--- config.mk ---
export PLATFORM = sky130hd
export DESIGN_NAME = leg_activity_tracker
export DESIGN_NICKNAME = d
export VERILOG_FILES = /design/src/rtl/core/lat_pkg.sv /design/src/rtl/core/lat_lane.sv /design/src/rtl/core/lat_merge.sv /design/src/rtl/core/leg_activity_tracker.sv
export SDC_FILE = /design/constraint.sdc
export NUM_CORES = 1
export LEC_CHECK = 0
export BUFFER_PORTS_ARGS = -buffer_cell sky130_fd_sc_hd__buf_4
export CORE_UTILIZATION = 58
export DETAILED_ROUTE_END_ITERATION = 16
export PLACE_DENSITY_LB_ADDON = 0.25
export SYNTH_ARGS = -nofsm -noshare
export SYNTH_HDL_FRONTEND = slang
export SYNTH_SLANG_ARGS = --single-unit
--- constraint.sdc ---
create_clock -name clk -period 4.02 [get_ports clk]
set_input_delay 0.402 -clock clk [delete_from_list [all_inputs] [get_ports clk]]
set_output_delay 0.402 -clock clk [all_outputs]
set_load 0.05 [all_outputs]
--- src/rtl/core/lat_pkg.sv ---
package lat_pkg;

    // Leg count and field widths
    localparam int NUM_LEGS = 8;
    localparam int MASK_W   = 8;
    localparam int LANES    = (NUM_LEGS < MASK_W) ? NUM_LEGS : MASK_W;
    localparam int WARM_W   = 16;
    localparam int TTL_W    = 24;
    localparam int CFG_W    = 24;
    localparam int CFG_IDX_W = 2;

    localparam logic [TTL_W-1:0] TTL_DEFAULT = TTL_W'(200000);

    // Configuration register indexes
    typedef enum logic [CFG_IDX_W-1:0] {
        REG_PRESENT_MASK = 2'd0,
        REG_WARM_HOLD    = 2'd1,
        REG_TTL_RELOAD   = 2'd2
    } cfg_reg_t;

    typedef logic [MASK_W-1:0] mask_t;
    typedef logic [WARM_W-1:0] warm_t;
    typedef logic [TTL_W-1:0]  ttl_t;

    // Input item
    typedef struct packed {
        mask_t opens_mask;
        mask_t req_mask;
        mask_t closes_mask;
    } lat_in_t;

    // Result item
    typedef struct packed {
        mask_t      hot_mask;
        logic       any_hot;
        mask_t      outstanding_mask;
        mask_t      expired_mask;
    } lat_out_t;

    // What one lane reports for the current item
    typedef struct packed {
        logic hot;
        logic outst;
        logic expired;
    } lat_lane_res_t;

    // Per-leg inputs of one lane
    typedef struct packed {
        logic present;
        logic open;
        logic req;
        logic close;
    } lat_lane_in_t;

endpackage

--- src/rtl/core/lat_lane.sv ---
module lat_lane (
    input  logic                  clk,
    input  logic                  rst_n,
    input  logic                  fire,
    input  lat_pkg::lat_lane_in_t lane_in,
    input  lat_pkg::warm_t        warm_hold,
    input  lat_pkg::ttl_t         ttl_reload,
    output lat_pkg::lat_lane_res_t lane_res
);
    import lat_pkg::*;

    logic  outst_reg, outst_next;
    ttl_t  ttl_reg, ttl_next;
    warm_t warm_reg, warm_next;

    logic  o_open;
    ttl_t  ttl_open;
    logic  expired;

    // Per-leg update for one item
    always_comb
    begin
        o_open    = outst_reg;
        ttl_open  = ttl_reg;
        outst_next = outst_reg;
        ttl_next  = ttl_reg;
        warm_next = warm_reg;
        expired   = 1'b0;
        lane_res  = '0;

        if (lane_in.present)
        begin
            // open loads the counter only when nothing is outstanding
            if (lane_in.open)
            begin
                if (!outst_reg)
                begin
                    ttl_open = ttl_reload;
                end
                o_open = 1'b1;
            end
            if (lane_in.close)
            begin
                o_open = 1'b0;
            end

            // time-to-live countdown, self-clear at zero
            outst_next = o_open;
            ttl_next   = ttl_open;
            if (o_open && (ttl_open != '0))
            begin
                ttl_next = ttl_open - 1'b1;
                if (ttl_open == TTL_W'(1))
                begin
                    outst_next = 1'b0;
                    expired    = 1'b1;
                end
            end

            // warm countdown
            if (lane_in.req || outst_next)
            begin
                warm_next = warm_hold;
            end
            else if (warm_reg != '0)
            begin
                warm_next = warm_reg - 1'b1;
            end

            lane_res.hot     = lane_in.req || outst_next || (warm_next != '0);
            lane_res.expired = expired;
        end
        lane_res.outst = outst_next;
    end

    // State registers, updated once per accepted item
    always_ff @(posedge clk or negedge rst_n)
    begin
        if (!rst_n)
        begin
            outst_reg <= 1'b0;
            ttl_reg   <= '0;
            warm_reg  <= '0;
        end
        else if (fire)
        begin
            outst_reg <= outst_next;
            ttl_reg   <= ttl_next;
            warm_reg  <= warm_next;
        end
    end

endmodule

--- src/rtl/core/lat_merge.sv ---
module lat_merge (
    input  logic                   clk,
    input  logic                   rst_n,
    input  logic                   fire,
    input  logic                   out_ready,
    input  lat_pkg::lat_lane_res_t lane_res [lat_pkg::LANES],
    output logic                   out_valid,
    output lat_pkg::lat_out_t      out_data
);
    import lat_pkg::*;

    lat_out_t merged;
    lat_out_t data_reg;
    logic     valid_reg;

    // Gather lane bits into masks, reduce to any_hot
    always_comb
    begin
        merged = '0;
        for (int l = 0; l < LANES; l++)
        begin
            merged.hot_mask[l]         = lane_res[l].hot;
            merged.outstanding_mask[l] = lane_res[l].outst;
            merged.expired_mask[l]     = lane_res[l].expired;
        end
        merged.any_hot = |merged.hot_mask;
    end

    // Output register
    always_ff @(posedge clk or negedge rst_n)
    begin
        if (!rst_n)
        begin
            valid_reg <= 1'b0;
        end
        else if (fire)
        begin
            valid_reg <= 1'b1;
        end
        else if (out_ready)
        begin
            valid_reg <= 1'b0;
        end
    end

    always_ff @(posedge clk)
    begin
        if (fire)
        begin
            data_reg <= merged;
        end
    end

    assign out_valid = valid_reg;
    assign out_data  = data_reg;

endmodule

--- src/rtl/core/leg_activity_tracker.sv ---
// Channel | Direction | Handshake          | Payload
// in      | input     | in_valid/in_ready  | opens_mask, req_mask, closes_mask
// out     | output    | out_valid/out_ready| hot_mask, any_hot, outstanding_mask, expired_mask
// cfg     | input     | cfg_we             | cfg_index, cfg_data
//
// One item per cycle while in_ready is high; its result shows in the cycle after
// acceptance, set by the single register stage after the per-leg lanes.
// Reset (async, active low) clears all leg state and loads register defaults.
// in_ready is low only while a result waits and out_ready is low; a result
// taken in the same cycle lets the next item in.
module leg_activity_tracker (
    input  logic                    clk,
    input  logic                    rst_n,
    input  logic                    in_valid,
    output logic                    in_ready,
    input  lat_pkg::lat_in_t        in_data,
    output logic                    out_valid,
    input  logic                    out_ready,
    output lat_pkg::lat_out_t       out_data,
    input  logic                    cfg_we,
    input  logic [lat_pkg::CFG_IDX_W-1:0] cfg_index,
    input  logic [lat_pkg::CFG_W-1:0] cfg_data
);
    import lat_pkg::*;

    mask_t present_mask_reg;
    warm_t warm_hold_reg;
    ttl_t  ttl_reload_reg;

    logic          fire;
    lat_lane_res_t lane_res [LANES];

    // Configuration registers
    always_ff @(posedge clk or negedge rst_n)
    begin
        if (!rst_n)
        begin
            present_mask_reg <= '0;
            warm_hold_reg    <= '0;
            ttl_reload_reg   <= TTL_DEFAULT;
        end
        else if (cfg_we)
        begin
            unique case (cfg_index)
                REG_PRESENT_MASK: present_mask_reg <= cfg_data[MASK_W-1:0];
                REG_WARM_HOLD:    warm_hold_reg    <= cfg_data[WARM_W-1:0];
                REG_TTL_RELOAD:   ttl_reload_reg   <= cfg_data[TTL_W-1:0];
                default:          ;
            endcase
        end
    end

    assign in_ready = !out_valid || out_ready;
    assign fire     = in_valid && in_ready;

    // One lane per leg
    for (genvar l = 0; l < LANES; l++)
    begin : g_lane
        lat_lane_in_t lane_in;

        assign lane_in.present = present_mask_reg[l];
        assign lane_in.open    = in_data.opens_mask[l];
        assign lane_in.req     = in_data.req_mask[l];
        assign lane_in.close   = in_data.closes_mask[l];

        lat_lane u_lane (
            .clk         (clk),
            .rst_n       (rst_n),
            .fire        (fire),
            .lane_in     (lane_in),
            .warm_hold   (warm_hold_reg),
            .ttl_reload  (ttl_reload_reg),
            .lane_res    (lane_res[l])
        );
    end

    lat_merge u_merge (
        .clk       (clk),
        .rst_n     (rst_n),
        .fire      (fire),
        .out_ready (out_ready),
        .lane_res  (lane_res),
        .out_valid (out_valid),
        .out_data  (out_data)
    );

endmodule

==> summary.txt <==
Worst setup path
  • Setup crit end kind: flop
  • CP Data Required Time: 4.36 ns
  • Largest fanout on the critical path: 12
  • CP startpoint kind: flop
  • Crit path kind: flop to flop
  • Worst path arrival time: 4.21 ns
  • Worst reg2reg path depth: 9

Timing
  • Fmax: 0.2582 GHz
  • Post-Route Skew: 0.01738 ns
  • RSZ-0062 raised after global routing: false
  • Tmin final: 3.872 ns
  • Slew Limit Fails: 0
  • Final Hold Vio Count: 0
  • Final Setup Violations: 0
  • Period utilisation layout: 96.33%
  • Slew @ Worst Pin: 1.063 ns
  • Slew Limit Headroom: 28.95%
  • Setup TNS: 0 ns

Floorplan
  • Site Rows: 82
  • Initial Util: 59.00%
  • DIE AREA: 52160 um2
  • Die Span Y: 228.4 um
  • Die Wd: 228.4 um
  • Core ar.: 50380 um2
  • Num ports: 82

Global route
  • First-pass GRT wire length: 166600 um
  • Initial antenna violation count: 2
  • Via count of the first global-routing pass: 29256
  • GRT Util Overall: 40.35%
  • Congestion Overflow GR: 0
  • Largest net degree at the start of global routing: 96

Clock tree
  • Clk_lat worst skew: 0.62 ns
  • Clock Sinks: 402
  • CTS root buffer: clkbuf_16
  • H-tree depth: 2
  • Total CTS buffers: 47
  • Clock transition at path regs: 0.06 ns
  • CTS tree: built
  • Post-CTS Repair Setup Buffers: 0
  • CTS max path bufs: 3

Route
  • Residual DRC: 0
  • 1st-iter DRT viols: 3296
  • DRT Pass-1 Iters: 6
  • Number of vias in the routed layout: 30734
  • Final wirelength: 107000 um
  • Post-detailed-route via-to-cell ratio: 6.857
  • DRT antenna net count: 0
  • DR WL/cell: 23.86 um

Place
  • Placed Cells incl. Taps: 4392
  • Final GP Congestion: 0.9877
  • Post-DP HPWL: 74190 um
  • Buffers on Ports: 81

Synth
  • Syn avg cell area: 7.975 um2
  • Post-Synthesis Cells: 3727
  • Post-Syn Area: 29720 um2
  • Post-synth EDFFs: 25
  • Post-synthesis cell type count: 98
  • Primary FF master, synth: dfrtp_1
  • Post-synthesis register bit count: 402
  • Net Count, Synth: 3814
  • Ys Warns: 0
  • Ys async rst share: 93.78%
  • Post-synthesis sequential area ratio: 34.29%

Cells and area
  • Flip-flop count of the largest register after layout: 192
  • Most frequent cells in the layout: nor2_1, dfrtp_1, nand2_1
  • Most common cell after layout, fill and taps aside: nor2_1
  • Final core occ: 66.18%
  • Non-filler cells, final: 4482
  • Layout cell share with drive strength beyond 1: 13.71%
  • Area Overhead vs Synth: 12.16%
  • Fillers: 4216
  • Nets: 3857

Status
  • Outcome: finished, final reports clean

Job
  • Maximum capacitance violations: 0

Pwr
  • P per Cell Area: 614.4 nW/um2
  • Pleak: 13.56 nW
  • Peak VDD IR: 472.6 uV

Min path
  • WHS Path Cells: 2
  • Type of the tightest min-delay check: input port to flop
==> worst paths after layout <==
path                                             startpoint                           to  slack (ns)
worst max register to register            ttl_reload_reg[2]         u_merge.out_data[16]        0.15
worst max-delay path                      ttl_reload_reg[2]         u_merge.out_data[16]        0.15
worst min-delay path                           cfg_data[17]           ttl_reload_reg[17]        0.03
worst min register to register  g_lane[1].u_lane.ttl_reg[8]  g_lane[1].u_lane.ttl_reg[8]        0.48
min in group asynchronous                             rst_n  g_lane[3].u_lane.ttl_reg[3]        0.44
max in group asynchronous                             rst_n            ttl_reload_reg[8]        2.56
==> area by class of cell <==
| class | count | area, um2 | share of cell area (%) |
|---|---|---|---|
| clock inverters | 22 | 257.7 | 0.7731 |
| clock buffers | 65 | 1366 | 4.098 |
| flip-flops and latches | 402 | 10190 | 30.57 |
| diodes | 2 | 5.005 | 0.01501 |
| well taps | 672 | 840.8 | 2.522 |
| inverters | 104 | 390.4 | 1.171 |
| multi-input cells | 2944 | 18130 | 54.38 |
| repair buffers | 271 | 2157 | 6.470 |
==> timing repair <==
action	in CTS	in global routing
endpoints found under the setup margin	0	1
endpoints found under the hold margin	88	0
hold buffers	1	0
resized for setup	0	7
==> where the power goes <==
part	switching [mW]	internal [mW]	total (mW)
combinational	4.83	3.27	8.11
clock	1.88	2.70	4.58
sequential	2.17	5.62	7.80
total	8.89	11.6	20.5
==> through the flow <==
step | power, mW | area [um2] | hold slack [ns] | worst slack (ns)
6_report | 20.48 | 33340 | 0.02929 | 0.1475
5_1_grt | 21.66 | 33340 | 0.02817 | 0.01471
4_1_cts | 20.20 | 33300 | 0.02951 | 0.1221
3_5_place_dp | 15.61 | 31660 | 0.4757 | 0.07986
3_3_place_gp | 15.21 | 31660 | 0.4650 | 0.1772
2_1_floorplan | 12.80 | 29720 | 0.1064 | 0.1965
==> critical path, stage by stage (launching register included) <==
cell and delay, ns:
dfrtp_1 0.60, nor2_2 0.27, buf_4 0.22, nand4_1 0.22, a222oi_1 0.48, nand4_1 0.18, a21oi_2 0.26, a31oi_1 0.33
or3_1 0.51, or4_1 0.51
==> Yosys cell counts (all sizes together), types with 46 or more instances <==
cell / instances / share of area [%]
a211oi: 60 / 1.5
nor3: 162 / 2.7
a21oi: 332 / 5.6
nand2: 360 / 4.5
nor2: 471 / 6.0
mux2i: 196 / 6.7
nand4: 46 / 0.97
clkbuf: 232 / 2.9
nor4: 71 / 1.5
mux2: 83 / 3.2
o21ai: 269 / 4.5
nand3: 97 / 1.7
dfrtp: 371 / 31
inv: 104 / 1.3
==> per-layer routing <==
layer	up-vias	track usage [%]	wire (um)
li1	13836	-	-
met1	14834	52.73	41110
met2	1690	61.13	47170
met3	374	9.556	12120
met4	0	23.55	6548
met5	-	0	0
==> kinds of logic after synthesis <==
logic type	Yosys count	share of synthesized area, %
compound gates	1106	24.15
xor+xnor	49	1.444
fa+ha+maj	32	1.347
buf+inv	381	5.047
flops	402	34.29
mux	279	9.812
simple gates	1478	23.91
Power figures use the tool's default switching activity.
